File: config.mk
export PLATFORM = sky130hd
export DESIGN_NAME = bnps_merge
export DESIGN_NICKNAME = d
export VERILOG_FILES = /design/src/sv/bnps_pkg.sv /design/src/sv/bnps_merge.sv
export SDC_FILE = /design/constraint.sdc
export NUM_CORES = 1
export LEC_CHECK = 0
export BUFFER_PORTS_ARGS = -buffer_cell sky130_fd_sc_hd__buf_2
export CORE_ASPECT_RATIO = 1.1
export CORE_UTILIZATION = 45
export CTS_BUF_LIST = sky130_fd_sc_hd__clkbuf_4 sky130_fd_sc_hd__clkbuf_8
export DETAILED_ROUTE_END_ITERATION = 10
export GPL_TIMING_DRIVEN = 0
export PLACE_DENSITY_LB_ADDON = 0.08
export SYNTH_ARGS = -nofsm -noshare
export SYNTH_HDL_FRONTEND = slang
export SYNTH_SLANG_ARGS = --single-unit
File: constraint.sdc
create_clock -name clk -period 1.4 [get_ports clk]
set_input_delay 0.07 -clock clk [delete_from_list [all_inputs] [get_ports clk]]
set_output_delay 0.07 -clock clk [all_outputs]
set_load 0.01 [all_outputs]
File: src/sv/bnps_pkg.sv
// Package for the perturbed Boolean network step block.
// Node entry type, mode and command codes, slot layout constants.
// No dependencies.
`default_nettype none

package bnps_pkg;

	localparam int SlotCount = 4;
	localparam int SlotBits  = 7;

	typedef enum logic [1:0] {
		CMD_LOAD  = 2'd0,
		CMD_WRITE = 2'd1,
		CMD_STEP  = 2'd2
	} cmd_t;

	typedef enum logic [1:0] {
		MODE_TABLE = 2'd0,
		MODE_ZERO  = 2'd1,
		MODE_ONE   = 2'd2,
		MODE_HOLD  = 2'd3
	} mode_t;

	typedef struct packed {
		mode_t        mode;
		logic [2:0]   count;
		logic [27:0]  sources;
		logic [15:0]  truth;
	} node_entry_t;

	// control from the handshake logic to the merge stage
	typedef struct packed {
		logic step;
		logic write;
		logic cfg;
		logic take;
	} merge_ctrl_t;

endpackage

`default_nettype wire

File: src/sv/bnps_merge.sv
// Merge stage: gathers lane bits into the state register, applies the active
// node mask and holds the result register. Depends on bnps_pkg.
`default_nettype none

module bnps_merge #(
	parameter int NODES = 64
) (
	input  wire logic                  clk,
	input  wire logic                  arst_n,
	input  var bnps_pkg::merge_ctrl_t  ctrl,
	input  wire logic [6:0]            cfg_data,
	input  wire logic [63:0]           vec,
	input  wire logic [NODES-1:0]      lane_bits,
	output logic [NODES-1:0]           state,
	output logic                       res_valid,
	output logic [63:0]                res_data
);

	logic [NODES-1:0] state_q;
	logic [NODES-1:0] mask_q;
	logic [NODES-1:0] cfg_mask;
	logic [6:0]       live;
	logic [NODES-1:0] step_next;
	logic             res_valid_q;
	logic [63:0]      next_states_s1;

	always_comb begin
		live = (cfg_data > 7'(NODES)) ? 7'(NODES) : cfg_data;
		for (int i = 0; i < NODES; i++)
			cfg_mask[i] = 7'(i) < live;
		step_next = lane_bits & mask_q;
	end

	always_ff @(posedge clk or negedge arst_n) begin
		if (!arst_n) begin
			state_q     <= '0;
			mask_q      <= '1;
			res_valid_q <= 1'b0;
		end else begin
			if (ctrl.step)
				state_q <= step_next;
			else if (ctrl.write)
				state_q <= vec[NODES-1:0] & mask_q;
			else if (ctrl.cfg)
				state_q <= state_q & cfg_mask;
			if (ctrl.cfg)
				mask_q <= cfg_mask;
			if (ctrl.step)
				res_valid_q <= 1'b1;
			else if (ctrl.take)
				res_valid_q <= 1'b0;
		end
	end

	always_ff @(posedge clk) begin
		if (ctrl.step)
			next_states_s1 <= 64'(step_next);
	end

	assign state     = state_q;
	assign res_valid = res_valid_q;
	assign res_data  = next_states_s1;

	a_unused_zero: assert property (@(posedge clk) disable iff (!arst_n)
		(state_q & ~mask_q) == '0)
		else $error("state bit set above active count");

	a_step_result: assert property (@(posedge clk) disable iff (!arst_n)
		ctrl.step |=> res_valid_q && next_states_s1 == 64'(state_q))
		else $error("step result does not match new state");

	a_write_state: assert property (@(posedge clk) disable iff (!arst_n)
		ctrl.write && !ctrl.step |=>
			state_q == ($past(vec[NODES-1:0]) & $past(mask_q)))
		else $error("state write not masked");

endmodule

`default_nettype wire

==> impl_metrics.py <==
metrics = {
    "outcome": {
        "outcome": "finished, violations left",
        "violated_checks": "setup timing",
    },
    "timing": {
        "finalMaxSlewViolations": 0,
        "clock.fmax_ghz": 0.712,
        "clock-skew-final_ns": 0.0110,
        "transition_time_at_the_pin_with_the_least_slew_margin_ns": 0.839,
        "slew_headroom_pct": 44.1,
        "setup_violations": 4,
        "rsz0062_at_grt": "no",
        "finalHoldViolations": 0,
        "period_needed_ns": 1.40,
        "crit_share_post_route_pct": 100,
        "setup-tns-final_ns": -0.00867,
        "final.setup.worst_slack_ns": -0.00465,
    },
    "synthesis": {
        "post_synth_fa_ha_maj_area_fraction_pct": 0,
        "synth_top_area_cell": "edfxtp_1",
        "synth_cell_types": 68,
        "synthesis.area_um2": 8920,
        "synth-simple-area-share_pct": 13.6,
        "synth_compound_gate_area_share_pct": 22.1,
        "async_flop_share_pct": 66.8,
        "yosys-mux-area-fraction_pct": 0.631,
        "synthXorXnorAreaFrac_pct": 0,
        "synth_seq_area_share_pct": 58.6,
        "synth.area.top_cells": "edfxtp_1 (22%), dfstp_2 (19%), dfrtp_1 (18%)",
        "synth_nets": 957,
        "synth_top_family_by_area": "compound AO/OA/AOI/OAI gates",
        "number_of_warnings_issued_by_yosys": 0,
        "synth_edf_count": 64,
        "synth_instances": 816,
        "post_synth.cell_area_avg_um2": 10.9,
        "yosys_register_bits": 193,
        "most_common_cell_in_the_synthesized_netlist": "nand2_1",
        "synth-main-ff-cell": "dfrtp_1",
        "synth.cells.most_frequent": "nand2_1 (72), dfrtp_1 (65), dfstp_2 (64), edfxtp_1 (64), nor2_1 (60)",
        "yosys.area.top_type_share_pct": 21.5,
    },
    "global_routing": {
        "grt_start_max_net_pins": 69,
        "vias_in_the_first_global_route": 8310,
        "overflow": 0,
        "wire_length_of_the_first_global_routing_pass_um": 47300,
        "grt_util_all_layers_pct": 31.9,
        "grt_antenna_before_repair": 1,
    },
    "floorplanning": {
        "initial_core_util_pct": 46.4,
        "boundaryPins": 270,
        "design.core.area_um2": 19200,
        "rows": 53,
        "chipHeight_um": 150,
        "fp.dieArea_um2": 20400,
        "die_w_um": 136,
    },
    "power_and_ir_drop": {
        "power.ir.vdd_worst_v": 0.000599,
        "pwr_density_nw_per_um2": 1070,
        "power.leakage_nw": 5.48,
    },
    "placed_design": {
        "pre_cts_slack_ns": -1.09,
        "port-buffer-count": 267,
        "placedInstanceArea_um2": 10600,
        "finalWeightedCongestion": 0.883,
        "dp_cells": 1332,
        "dp_hpwl_um": 22300,
    },
    "critical_path": {
        "critical_path.startpoint_type": "input pin",
        "path_type_of_the_worst_setup_path": "in -> reg",
        "critPathCaptureType": "flip-flop",
        "cp_slowest_stage_delay_ns": 0.62,
        "worst-endpoint-arrival_ns": 1.78,
        "path_delay_family": "buffers and inverters",
        "cp_buf_inv_count": 4,
        "worstPathCellList": "buf_2 -> buf_2 -> buf_1 -> buf_1 -> a21oi_1",
        "cpMaxStageDelayCell": "buf_1",
        "critPathMaxFanout": 10,
        "crit_required_ns": 1.77,
    },
    "clock_tree": {
        "cts_max_path_buffers": 2,
        "cts.sink_count": 193,
        "root_buffer": "clkbuf_8",
        "clk_pin_slew_worst_paths_ns": 0.11,
        "clkLatencyLatePin_ns": 0.48,
        "tritoncts": "built",
        "cts_made_buffers": 17,
        "depth_of_the_cts_h_tree": 4,
    },
    "detailed_routing": {
        "via_per_inst": 5.74,
        "top_layer": "met4",
        "ant_nets": 0,
        "met2WireLength_um": 15600,
        "wl_per_cell_um": 21.7,
        "met3_length_um": 2250,
        "route.detailed.drc": 0,
        "num_vias": 8497,
        "routed_wirelength_um": 32100,
        "drt_iter0_drcs": 590,
        "detailedRoute.firstPassIterationCount": 5,
        "drt-met1-wl_um": 13300,
    },
    "job": {
        "maxCapViolCount": 0,
    },
    "final_layout": {
        "post_route_cells_drive_above_1_share_pct": 36.0,
        "syn_to_final_growth_pct": 37.2,
        "regArea_um2": 5230,
        "multi_input_area_um2": 3250,
        "share_of_the_core_filled_with_cells_in_the_final_layout_pct": 63.6,
        "post-route-cell-area_um2": 12200,
        "final_cell_count_no_fill": 1480,
        "final_nets": 1359,
        "fill_cells": 1600,
    },
    "worst_hold_path": {
        "holdCritPathClass": "in -> reg",
    },
}
final timing paths:
path | start | end | slack, ns | depth (start not counted)
min | vec[52] | state[52] | 0.02 | 3
min in group asynchronous | arst_n | state[7] | 0.13 | 2
min reg2reg | mask_q[3] | state[3] | 0.50 | 2
max reg2reg | mask_q[27] | state[27] | 0.15 | 3
max | ctrl[1] | mask_q[62] | -0.005 | 5
max in group asynchronous | arst_n | mask_q[19] | 0.46 | 3
registers in the layout, indices dropped and copies added, names as in the netlist:
name,cells
mask_q,64
state,64
res_data,64
res_valid,1
tightest hold or removal path: stages:
cell	delay, ns
buf_2	0.12
a31oi_1	0.18
a221oi_1	0.10
logic make-up (layout without fill, tap and decap cells):
| family | Yosys count | in the layout |
|---|---|---|
| AOI/OAI and AO/OA | 277 | 277 |
| and+or+nand+nor | 243 | 243 |
| DFF | 193 | 193 |
| buffers and inverters | 98 | 513 |
| muxes | 5 | 5 |
| other | 0 | 2 |
layer usage:
metal | vias to the layer above | GRT usage [%]
li1 | 3845 | -
met1 | 4184 | 42.5
met2 | 412 | 51.4
met3 | 56 | 5.45
met4 | 0 | 13.0
met5 | - | 0
placed cells by master, fill, tap and decap left out, drive strengths merged, types with 8 or more instances in the layout:
cell type    count
a221oi          14
a22o            26
o21ai           47
a31oi           34
dlygate4sd3    113
edfxtp          64
and2            46
clkbuf          32
dfstp           64
a32o            14
a21oi           49
and3            11
buf            315
clkinv           8
a22oi            8
nor2            63
dfrtp           65
nand3           19
inv             42
o21a            14
nand2           72
final cells by class:
cell class / count / share of cell area, %
Clock inverter: 13 / 1.22
Inverter: 40 / 1.30
Timing Repair Buffer: 383 / 20.9
Multi-Input combinational cell: 525 / 26.5
Clock buffer: 19 / 2.14
Antenna cell: 2 / 0.0409
Sequential cell: 193 / 42.7
Buffer: 58 / 2.60
Tap cell: 247 / 2.53
power by group:
part | switching, mW | internal (mW) | leakage, nW
Sequential | 0.316 | 6.47 | 2.11
Clock | 2.20 | 1.58 | 0.205
Combinational | 1.40 | 1.14 | 3.17
stage by stage:
stage	hold WS, ns	power (mW)
CTS	0.000671	13.1
floorplan	-0.226	7.98
finish	0.0198	13.1
detailed placement	0.103	9.14
global placement	0.269	9.09
global route	0.0145	13.6
repair_timing:
item,in CTS,in global routing
setup endpoints to repair,61,5
resized for setup,15,1
hold buffers,114,0
buffers inserted,0,0
hold endpoints to repair,212,0
Note: power is estimated with default switching activity, not from simulation.
