**src/sv/bnps_pkg.sv**
```systemverilog
// Package for the perturbed Boolean network step block.
// Node entry type, mode and command codes, slot layout constants.
// No dependencies.
`default_nettype none

package bnps_pkg;

	localparam int SlotCount = 4;
	localparam int SlotBits  = 7;

	typedef enum logic [1:0] {
		CMD_LOAD  = 2'd0,
		CMD_WRITE = 2'd1,
		CMD_STEP  = 2'd2
	} cmd_t;

	typedef enum logic [1:0] {
		MODE_TABLE = 2'd0,
		MODE_ZERO  = 2'd1,
		MODE_ONE   = 2'd2,
		MODE_HOLD  = 2'd3
	} mode_t;

	typedef struct packed {
		mode_t        mode;
		logic [2:0]   count;
		logic [27:0]  sources;
		logic [15:0]  truth;
	} node_entry_t;

	// control from the handshake logic to the merge stage
	typedef struct packed {
		logic step;
		logic write;
		logic cfg;
		logic take;
	} merge_ctrl_t;

endpackage

`default_nettype wire

```
**src/sv/bnps_lane.sv**
```systemverilog
// One node lane: next bit of a node from its entry and the old state vector.
// Depends on bnps_pkg.
`default_nettype none

module bnps_lane #(
	parameter int NODES  = 64,
	parameter int INPUTS = 4,
	parameter int LANE   = 0
) (
	input  var bnps_pkg::node_entry_t entry,
	input  wire logic [NODES-1:0]     old,
	input  wire logic                 flip,
	output logic                      bit_next
);

	logic [63:0] old_w;
	logic [3:0]  pattern;
	logic [6:0]  slot;
	logic        src_bit;
	logic [2:0]  sh;

	always_comb begin
		old_w   = 64'(old);
		pattern = '0;
		slot    = '0;
		src_bit = 1'b0;
		sh      = '0;
		// first input lands in the most significant used bit of the pattern
		for (int k = 0; k < INPUTS; k++) begin
			slot    = entry.sources[k*bnps_pkg::SlotBits +: bnps_pkg::SlotBits];
			src_bit = !slot[6] && old_w[slot[5:0]];
			sh      = 3'(entry.count - 3'(k + 1));
			if (3'(k) < entry.count)
				pattern = pattern | (4'(src_bit) << sh);
		end
		case (entry.mode)
			bnps_pkg::MODE_TABLE: bit_next = entry.truth[pattern];
			bnps_pkg::MODE_ZERO:  bit_next = 1'b0;
			bnps_pkg::MODE_ONE:   bit_next = 1'b1;
			bnps_pkg::MODE_HOLD:  bit_next = old[LANE];
			default:              bit_next = old[LANE];
		endcase
		if (flip)
			bit_next = !old[LANE];
	end

endmodule

`default_nettype wire

```
**config.mk**
```make
export PLATFORM = sky130hd
export DESIGN_NAME = bnps_lane
export DESIGN_NICKNAME = d
export VERILOG_FILES = /design/src/sv/bnps_pkg.sv /design/src/sv/bnps_lane.sv
export SDC_FILE = /design/constraint.sdc
export NUM_CORES = 1
export LEC_CHECK = 0
export BUFFER_PORTS_ARGS = -buffer_cell sky130_fd_sc_hd__buf_2
export CAP_MARGIN = 10
export CORE_MARGIN = 2
export CORE_UTILIZATION = 25
export DETAILED_ROUTE_END_ITERATION = 10
export PLACE_DENSITY_LB_ADDON = 0.12
export SYNTH_ARGS = -nofsm -noshare
export SYNTH_HDL_FRONTEND = slang
export SYNTH_SLANG_ARGS = --single-unit
```
**constraint.sdc**
```tcl
create_clock -name vclk -period 4.5
set_input_delay 0.45 -clock vclk [all_inputs]
set_output_delay 0.45 -clock vclk [all_outputs]
set_load 0.02 [all_outputs]
```
==> metrics.txt, run 1 <==
# TYPE chip_impl_metric gauge
chip_impl_info{name="outcome",value="finished, final reports clean"} 1
chip_impl_metric{name="totalPowerFinal",unit="mW"} 0.374
chip_impl_metric{name="achievable-frequency",unit="MHz"} 246
chip_impl_metric{name="crit_required",unit="ns"} 4.05
chip_impl_metric{name="drtPass1Iterations",unit=""} 5
chip_impl_metric{name="setup_viol",unit=""} 0
chip_impl_info{name="cp_slowest_cell",value="sky130_fd_sc_hd__mux4_2"} 1
chip_impl_metric{name="sequential_cell_area",unit="um2"} 0
chip_impl_info{name="critical_path.top_delay_family",value="compound AO/OA/AOI/OAI gates"} 1
chip_impl_info{name="critical_path.cell_chain",value="buf_2 > mux4_2 > a32o_1 > a31oi_1 > a31oi_1 > or2_0 > or3_4 > nand2_1 > mux2i_1 > o2111ai_1 > o211ai_2 > buf_2"} 1
chip_impl_metric{name="diode_count",unit=""} 0
chip_impl_info{name="post-synth-top-area-cell",value="sky130_fd_sc_hd__mux4_2"} 1
chip_impl_metric{name="avgRoutedWirePerCell",unit="um"} 21.1
chip_impl_metric{name="final_hold_viol_count",unit=""} 0
chip_impl_metric{name="power-per-cell-area",unit="nW/um2"} 102
chip_impl_info{name="yosys.cell_count.top_type",value="sky130_fd_sc_hd__mux2i_1"} 1
chip_impl_metric{name="detailedRoute.firstIterationViolations",unit=""} 168
chip_impl_metric{name="syn_inst",unit=""} 315
chip_impl_metric{name="tightestPinTransition",unit="ns"} 0.507
chip_impl_metric{name="ys_warn_count",unit=""} 0
chip_impl_metric{name="syn-num-nets",unit=""} 436
chip_impl_info{name="setup.worst_path.end_class",value="output port"} 1
chip_impl_metric{name="post_synth_instance_area",unit="um2"} 3060
chip_impl_metric{name="ratio_of_final_minimum_period_to_clock_period",unit=""} 0.903
chip_impl_metric{name="drt.antenna.violating_nets",unit=""} 0
chip_impl_metric{name="synth_top_area_frac",unit=""} 0.310
chip_impl_metric{name="post-cts-setup-buffer-count",unit=""} 0
chip_impl_metric{name="syn2layout_area_growth",unit="%"} 19.8
chip_impl_info{name="setup.worst_path.start_class",value="primary input"} 1
chip_impl_metric{name="floorplan.die_area",unit="um2"} 13100
chip_impl_metric{name="placeableCoreArea",unit="um2"} 12000
chip_impl_metric{name="start_util",unit=""} 0.255
chip_impl_metric{name="die_h",unit="um"} 115
chip_impl_metric{name="std_cell_rows",unit=""} 40
chip_impl_metric{name="worst_ep_arrival_time",unit="ns"} 3.62
chip_impl_metric{name="cp_num_buf_inv",unit=""} 2
chip_impl_metric{name="grt_max_degree",unit=""} 21
chip_impl_metric{name="final_core_utilization",unit=""} 0.306
chip_impl_info{name="hold_class",value="in2out"} 1
chip_impl_metric{name="post_cts.resized_instances",unit=""} 0
chip_impl_metric{name="grtUsageTotal",unit=""} 0.174
chip_impl_metric{name="grt-ovfl-total",unit=""} 0
chip_impl_metric{name="gp_congestion",unit=""} 0.829
chip_impl_metric{name="vias_in_the_first_global_route",unit=""} 3211
chip_impl_metric{name="maximum_fanout_along_the_worst_path",unit=""} 13
chip_impl_info{name="timing.setup.critical_path_class",value="in2out"} 1
chip_impl_metric{name="synth_sequential_area_ratio",unit=""} 0
chip_impl_metric{name="post_synth_num_cell_types",unit=""} 63
chip_impl_metric{name="dp_worst_setup_slack",unit="ns"} 0.436
chip_impl_metric{name="postCtsHoldBufs",unit=""} 0
chip_impl_info{name="synthTopCellsByCount",value="sky130_fd_sc_hd__mux2i_1 (52), sky130_fd_sc_hd__mux4_2 (42), sky130_fd_sc_hd__nand2_1 (18)"} 1
chip_impl_metric{name="totalNegativeSetupSlack",unit="ns"} 0
chip_impl_metric{name="final.min_clock_period",unit="ns"} 4.07
chip_impl_metric{name="detail_route.vias_per_cell",unit=""} 5.79
chip_impl_metric{name="critical_path.max_stage_delay",unit="ns"} 0.55
chip_impl_metric{name="wl",unit="mm"} 11.8
chip_impl_metric{name="portBuffers",unit=""} 115
chip_impl_metric{name="die_w",unit="um"} 115
chip_impl_metric{name="detailed_place_hpwl",unit="mm"} 9.93
chip_impl_metric{name="post_synth.cell_area_avg",unit="um2"} 9.70
chip_impl_metric{name="drc",unit=""} 0
chip_impl_metric{name="dr_total_vias",unit=""} 3237
chip_impl_info{name="unrepaired_setup_endpoints_after_global_routing",value="no"} 1
chip_impl_metric{name="p_leak",unit="nW"} 1.54
chip_impl_metric{name="relSlewSlack",unit=""} 0.662
chip_impl_metric{name="ioPinCount",unit=""} 115
chip_impl_info{name="biggest_area_contributors_in_the_synthesized_netlist",value="sky130_fd_sc_hd__mux4_2 (31%), sky130_fd_sc_hd__mux2i_1 (17%), sky130_fd_sc_hd__mux2_2 (3.3%), sky130_fd_sc_hd__ha_1 (2.9%), sky130_fd_sc_hd__nor2b_1 (2.7%)"} 1
chip_impl_metric{name="vdd.ir_drop.worst",unit="mV"} 0.0392
chip_impl_metric{name="layout.sequential_cells",unit=""} 0
chip_impl_metric{name="antenna_found_initial",unit=""} 0
chip_impl_metric{name="clock_buffer_count",unit=""} 0
chip_impl_metric{name="finalMaxSlewViolations",unit=""} 0
chip_impl_metric{name="first_pass_grt_wire_length",unit="mm"} 18.1
chip_impl_metric{name="drive_gt1_frac",unit=""} 0.454
chip_impl_metric{name="design.final.nets",unit=""} 535
chip_impl_metric{name="max-cap-violations",unit=""} 0
chip_impl_metric{name="timing.final.ws_setup",unit="ns"} 0.435
path summary, 6_finish.rpt:
check,start,endpoint,cells past startpoint
worst min-delay path,entry[48],bit_next,5
worst max-delay path,entry[31],bit_next,12
worst min-delay path: cells and delay by family:
family,cells,cell delay [ns]
buffers and inverters,2,0.25
AO/OA/AOI/OAI,2,0.14
AND/OR/NAND/NOR,1,0.10
metrics by stage:
stage / cell area, um2 / instances / hold WS, ns
CTS: 3660 / 559 / 1.39
detailed placement: 3660 / 559 / 1.39
global placement: 3660 / 559 / 1.40
finish: 3660 / 559 / 1.39
floorplan: 3060 / 315 / 1.15
global route: 3660 / 559 / 1.43
cell usage in the layout (no fill, tap or decap), drive strengths merged, types with 3 or more instances in the layout:
cell type and count:
or2 4, a22oi 10, nor2 10, nor3 10, mux4 44, nand2 18, nor2b 13, o211ai 6
and2 6, o22ai 4, nor3b 3, a31oi 5, buf 123, inv 15, nand3b 5, ha 7
a32o 4, a211oi 4, mux2i 52, nand3 13, or3 3, a32oi 6, mux2 9, o2111ai 5
cell type report:
type                            instances  area [um2]
Fill cell                            1278        8300
Multi-Input combinational cell        274        2790
Timing Repair Buffer                  123         636
Tap cell                              147         184
Inverter                               15        56.3
power breakdown:
part | internal (mW) | switching [mW] | leakage (nW) | total [mW]
Combinational | 0.181 | 0.193 | 1.54 | 0.374
Sequential | 0 | 0 | 0 | 0
Clock | 0 | 0 | 0 | 0
Total | 0.181 | 0.193 | 1.54 | 0.374
metal layers:
layer | track usage | wire [um]
met4 | 0.00569 | 33
met3 | 0.0138 | 774
met1 | 0.239 | 5210
met2 | 0.312 | 5790
met5 | 0 | 0
kinds of logic (layout without fill, tap and decap cells):
kind of cell	after synthesis	in the layout	synth area share
buf+inv	41	138	0.0884
simple gates	95	95	0.171
xor+xnor	1	1	0.00287
mux	105	105	0.530
fa+ha+maj	7	7	0.0287
compound gates	66	66	0.179
(Power assumes the default switching activity.)
==> run 2: changes to the inputs <==
==> constraint.sdc (replaced) <==
create_clock -name vclk -period 4.65
set_input_delay 0.465 -clock vclk [all_inputs]
set_output_delay 0.465 -clock vclk [all_outputs]
set_load 0.02 [all_outputs]
==> metrics.txt, run 2 (same netlist as run 1, synthesis figures left out) <==
# TYPE chip_impl_metric gauge
chip_impl_metric{name="syn2layout_area_growth",unit="%"} 18.6
chip_impl_metric{name="grt_max_degree",unit=""} 24
chip_impl_metric{name="timing.final.ws_setup",unit="ns"} 0.396
chip_impl_metric{name="filler_cell_count",unit=""} 1257
chip_impl_metric{name="dpl.cell_count",unit=""} 554
chip_impl_metric{name="floorplan.die_area",unit="um2"} 13100
chip_impl_metric{name="ratio_of_final_minimum_period_to_clock_period",unit=""} 0.915
chip_impl_metric{name="drive_gt1_frac",unit=""} 0.447
chip_impl_metric{name="sequential_cell_area",unit="um2"} 0
chip_impl_metric{name="first_pass_grt_wire_length",unit="mm"} 18.0
chip_impl_metric{name="grtUsageTotal",unit=""} 0.174
chip_impl_metric{name="final_core_utilization",unit=""} 0.303
chip_impl_metric{name="drc",unit=""} 0
chip_impl_metric{name="start_util",unit=""} 0.255
chip_impl_info{name="mostFrequentLayoutCells",value="sky130_fd_sc_hd__buf_2 (115), sky130_fd_sc_hd__mux2i_1 (52), sky130_fd_sc_hd__mux4_2 (42)"} 1
chip_impl_metric{name="detailedRoute.firstIterationViolations",unit=""} 177
chip_impl_info{name="timing.setup.critical_path_class",value="in2out"} 1
chip_impl_metric{name="gp_congestion",unit=""} 0.854
chip_impl_info{name="unrepaired_setup_endpoints_after_global_routing",value="no"} 1
chip_impl_metric{name="totalPowerFinal",unit="mW"} 0.359
chip_impl_metric{name="diode_count",unit=""} 0
chip_impl_metric{name="max-cap-violations",unit=""} 0
chip_impl_metric{name="dp_worst_setup_slack",unit="ns"} 0.360
chip_impl_metric{name="maximum_fanout_along_the_worst_path",unit=""} 22
chip_impl_info{name="setup.worst_path.start_class",value="primary input"} 1
chip_impl_metric{name="final.min_clock_period",unit="ns"} 4.25
chip_impl_metric{name="relSlewSlack",unit=""} 0.571
chip_impl_metric{name="setup_viol",unit=""} 0
chip_impl_info{name="final_common_cell",value="sky130_fd_sc_hd__buf_2"} 1
chip_impl_metric{name="dr_total_vias",unit=""} 3174
chip_impl_metric{name="worst_ep_arrival_time",unit="ns"} 3.79
chip_impl_metric{name="p_leak",unit="nW"} 1.52
chip_impl_info{name="outcome",value="finished, final reports clean"} 1
chip_impl_metric{name="post-cts-setup-buffer-count",unit=""} 0
chip_impl_metric{name="ioPinCount",unit=""} 115
chip_impl_metric{name="post_cts.resized_instances",unit=""} 0
chip_impl_metric{name="finalMaxSlewViolations",unit=""} 0
chip_impl_metric{name="vdd.ir_drop.worst",unit="mV"} 0.0459
chip_impl_metric{name="avgRoutedWirePerCell",unit="um"} 21.2
chip_impl_metric{name="drt.antenna.violating_nets",unit=""} 0
chip_impl_metric{name="crit_required",unit="ns"} 4.18
chip_impl_metric{name="wl",unit="mm"} 11.8
chip_impl_metric{name="final_hold_viol_count",unit=""} 0
chip_impl_metric{name="postLayoutCellArea",unit="um2"} 3620
chip_impl_metric{name="antenna_found_initial",unit=""} 0
chip_impl_info{name="setup.worst_path.end_class",value="output port"} 1
chip_impl_metric{name="die_w",unit="um"} 115
chip_impl_metric{name="design.final.nets",unit=""} 530
chip_impl_metric{name="post_layout_cell_count",unit=""} 554
chip_impl_metric{name="detail_route.vias_per_cell",unit=""} 5.73
chip_impl_metric{name="placed_instance_area",unit="um2"} 3620
chip_impl_metric{name="die_h",unit="um"} 115
chip_impl_metric{name="placeableCoreArea",unit="um2"} 12000
chip_impl_metric{name="tightestPinTransition",unit="ns"} 0.643
chip_impl_metric{name="portBuffers",unit=""} 115
chip_impl_metric{name="detailed_place_hpwl",unit="mm"} 9.76
chip_impl_metric{name="vias_in_the_first_global_route",unit=""} 3153
chip_impl_metric{name="drtPass1Iterations",unit=""} 4
chip_impl_metric{name="std_cell_rows",unit=""} 40
chip_impl_metric{name="clock_buffer_count",unit=""} 0
chip_impl_metric{name="power-per-cell-area",unit="nW/um2"} 99.1
chip_impl_info{name="launch_point_of_the_worst_path",value="entry[31]"} 1
chip_impl_metric{name="layout.sequential_cells",unit=""} 0
chip_impl_metric{name="totalNegativeSetupSlack",unit="ns"} 0
chip_impl_metric{name="grt-ovfl-total",unit=""} 0
chip_impl_info{name="timing.critical_path.to",value="bit_next"} 1
chip_impl_metric{name="worst_hold_slack",unit="ns"} 1.41
chip_impl_info{name="hold_class",value="in2out"} 1
chip_impl_metric{name="postCtsHoldBufs",unit=""} 0
chip_impl_metric{name="achievable-frequency",unit="MHz"} 235
-- run 2: changes by cell type in the layout (fill, tap and decap cells not counted), sizes merged --
cell	change
buf	-5
-- run 2: worst min-delay path by stage --
stage                   start  endpoint  slack (ns)  cells past startpoint
CTS                 entry[48]  bit_next        1.41                      5
global placement    entry[48]  bit_next        1.41                      5
finish              entry[48]  bit_next        1.41                      5
detailed placement  entry[48]  bit_next        1.41                      5
floorplan                flip  bit_next        1.18                      3
global route        entry[48]  bit_next        1.43                      5
-- run 2: layout make-up --
| class | count | area (um2) | share of cell area |
|---|---|---|---|
| multi-input combinational | 274 | 2790 | 0.769 |
| timing repair buffer | 118 | 598 | 0.165 |
| tap | 147 | 184 | 0.0508 |
| inverter | 15 | 56.3 | 0.0155 |
-- run 2: per-layer routing --
layer	track usage	vias up	share of wire
li1	-	1490	-
met1	0.252	1570	0.46
met2	0.301	110	0.48
met3	0.00953	4	0.054
met4	0.00813	0	0.0049
met5	0	-	0
-- run 2: worst max-delay path, stage by stage --
cell	delay (ns)
sky130_fd_sc_hd__buf_2	0.48
sky130_fd_sc_hd__mux4_2	0.58
sky130_fd_sc_hd__a32o_1	0.27
sky130_fd_sc_hd__a31oi_1	0.27
sky130_fd_sc_hd__a31oi_1	0.16
sky130_fd_sc_hd__or2_0	0.26
sky130_fd_sc_hd__or3_4	0.35
sky130_fd_sc_hd__nand2_1	0.15
sky130_fd_sc_hd__mux2i_1	0.27
sky130_fd_sc_hd__o2111ai_1	0.17
sky130_fd_sc_hd__o211ai_2	0.17
sky130_fd_sc_hd__buf_2	0.19
-- run 2: where the power goes --
group	total, mW	internal (mW)	switching [mW]
registers	0	0	0
clock network	0	0	0
logic	0.359	0.172	0.187
total	0.359	0.172	0.187
==> run 3: changes to the inputs <==
--- a/config.mk
+++ b/config.mk
@@ -7,7 +7,6 @@
 export LEC_CHECK = 0
 export BUFFER_PORTS_ARGS = -buffer_cell sky130_fd_sc_hd__buf_2
 export CAP_MARGIN = 10
-export CORE_MARGIN = 2
 export CORE_UTILIZATION = 25
 export DETAILED_ROUTE_END_ITERATION = 10
 export PLACE_DENSITY_LB_ADDON = 0.12
==> metrics.txt, run 3 (same netlist as run 1, synthesis figures left out) <==
# TYPE chip_impl_metric gauge
chip_impl_metric{name="finalMaxSlewViolations",unit=""} 0
chip_impl_metric{name="filler_cell_count",unit=""} 1286
chip_impl_metric{name="portBuffers",unit=""} 115
chip_impl_metric{name="wl",unit="mm"} 11.7
chip_impl_metric{name="dp_worst_setup_slack",unit="ns"} 0.356
chip_impl_info{name="outcome",value="finished, final reports clean"} 1
chip_impl_metric{name="start_util",unit=""} 0.255
chip_impl_metric{name="grt_max_degree",unit=""} 24
chip_impl_metric{name="first_pass_grt_wire_length",unit="mm"} 18.1
chip_impl_metric{name="design.final.nets",unit=""} 531
chip_impl_info{name="hold_class",value="in2out"} 1
chip_impl_metric{name="vdd.ir_drop.worst",unit="mV"} 0.0534
chip_impl_metric{name="vias_in_the_first_global_route",unit=""} 3240
chip_impl_metric{name="timing.final.ws_setup",unit="ns"} 0.392
chip_impl_metric{name="postLayoutCellArea",unit="um2"} 3630
chip_impl_metric{name="placeableCoreArea",unit="um2"} 12000
chip_impl_metric{name="detailedRoute.firstIterationViolations",unit=""} 189
chip_impl_metric{name="ioPinCount",unit=""} 115
chip_impl_info{name="timing.critical_path.to",value="bit_next"} 1
chip_impl_info{name="timing.setup.critical_path_class",value="in2out"} 1
chip_impl_metric{name="post_cts.resized_instances",unit=""} 0
chip_impl_metric{name="tightestPinTransition",unit="ns"} 0.637
chip_impl_info{name="setup.worst_path.end_class",value="output port"} 1
chip_impl_metric{name="sequential_cell_area",unit="um2"} 0
chip_impl_info{name="launch_point_of_the_worst_path",value="entry[31]"} 1
chip_impl_metric{name="floorplan.die_area",unit="um2"} 12700
chip_impl_metric{name="final_hold_viol_count",unit=""} 0
chip_impl_metric{name="totalNegativeSetupSlack",unit="ns"} 0
chip_impl_metric{name="postCtsHoldBufs",unit=""} 0
chip_impl_metric{name="achievable-frequency",unit="MHz"} 235
chip_impl_metric{name="ratio_of_final_minimum_period_to_clock_period",unit=""} 0.916
chip_impl_metric{name="placed_instance_area",unit="um2"} 3630
chip_impl_metric{name="maximum_fanout_along_the_worst_path",unit=""} 22
chip_impl_metric{name="p_leak",unit="nW"} 1.52
chip_impl_metric{name="critical_path.max_stage_delay",unit="ns"} 0.57
chip_impl_metric{name="drc",unit=""} 0
chip_impl_metric{name="drive_gt1_frac",unit=""} 0.449
chip_impl_metric{name="setup_viol",unit=""} 0
chip_impl_metric{name="detailed_place_hpwl",unit="mm"} 9.69
chip_impl_info{name="critical_path.cell_chain",value="buf_2 > mux4_2 > a32o_1 > a31oi_1 > a31oi_1 > or2_0 > or3_4 > nand2_1 > mux2i_1 > o2111ai_1 > o211ai_2 > buf_2"} 1
chip_impl_metric{name="antenna_found_initial",unit=""} 0
chip_impl_metric{name="worst_ep_arrival_time",unit="ns"} 3.79
chip_impl_metric{name="crit_required",unit="ns"} 4.18
chip_impl_metric{name="die_h",unit="um"} 113
chip_impl_metric{name="avgRoutedWirePerCell",unit="um"} 21.0
chip_impl_metric{name="grtUsageTotal",unit=""} 0.182
chip_impl_metric{name="post-cts-setup-buffer-count",unit=""} 0
chip_impl_metric{name="drtPass1Iterations",unit=""} 5
chip_impl_metric{name="grt-ovfl-total",unit=""} 0
chip_impl_metric{name="final.min_clock_period",unit="ns"} 4.26
chip_impl_info{name="unrepaired_setup_endpoints_after_global_routing",value="no"} 1
chip_impl_metric{name="max-cap-violations",unit=""} 0
chip_impl_metric{name="std_cell_rows",unit=""} 40
chip_impl_metric{name="relSlewSlack",unit=""} 0.575
chip_impl_metric{name="dr_total_vias",unit=""} 3235
chip_impl_metric{name="diode_count",unit=""} 0
chip_impl_metric{name="die_w",unit="um"} 113
chip_impl_metric{name="detail_route.vias_per_cell",unit=""} 5.83
chip_impl_metric{name="power-per-cell-area",unit="nW/um2"} 99.1
chip_impl_info{name="final_common_cell",value="sky130_fd_sc_hd__buf_2"} 1
chip_impl_metric{name="drt.antenna.violating_nets",unit=""} 0
chip_impl_metric{name="gp_congestion",unit=""} 0.849
chip_impl_info{name="setup.worst_path.start_class",value="primary input"} 1
chip_impl_info{name="cp_slowest_cell",value="sky130_fd_sc_hd__mux4_2"} 1
chip_impl_metric{name="syn2layout_area_growth",unit="%"} 18.8
chip_impl_metric{name="clock_buffer_count",unit=""} 0
chip_impl_metric{name="layout.sequential_cells",unit=""} 0
chip_impl_info{name="mostFrequentLayoutCells",value="sky130_fd_sc_hd__buf_2 (115), sky130_fd_sc_hd__mux2i_1 (52), sky130_fd_sc_hd__mux4_2 (42)"} 1
## run 3: changes by cell type in the layout (fill, tap and decap cells not counted), sizes merged
cell,previous run,this run
buf,118,119
## run 3: worst min path at each step
stage / startpoint / endpoint / slack [ns] / depth (start not counted)
floorplan: flip / bit_next / 1.18 / 3
global placement: entry[48] / bit_next / 1.41 / 5
detailed placement: entry[48] / bit_next / 1.41 / 5
CTS: entry[48] / bit_next / 1.41 / 5
global route: entry[48] / bit_next / 1.45 / 5
finish: entry[48] / bit_next / 1.40 / 5
## run 3: layout make-up
cell class / instances / area, um2 / area share
Multi-Input combinational cell: 274 / 2790 / 0.767
Inverter: 15 / 56.3 / 0.0155
Timing Repair Buffer: 119 / 606 / 0.167
Tap cell: 147 / 184 / 0.0507
## run 3: metrics by stage
step                total power, mW  cells  utilization  hold WS, ns
global placement              0.361    555        0.304         1.41
floorplan                     0.234    315            -         1.18
finish                        0.360    555        0.304         1.40
global route                  0.389    555        0.304         1.45
CTS                           0.361    555        0.304         1.41
detailed placement            0.360    555        0.304         1.41
## run 3: per-layer routing
metal | share of wire | global-route usage | vias to the layer above
met2 | 0.49 | 0.315 | 119
met3 | 0.044 | 0.0135 | 12
met5 | 0 | 0 | -
met1 | 0.46 | 0.252 | 1603
met4 | 0.014 | 0.0249 | 0
li1 | - | - | 1501
## run 3: where the power goes
part           switching, mW  internal, mW
logic                  0.187         0.173
registers                  0             0
clock network              0             0
## run 3: critical path: cells and delay by family
family,cells,cell delay [ns]
compound gates,5,1.05
buf+inv,2,0.64
mux,2,0.84
simple gates,3,0.78
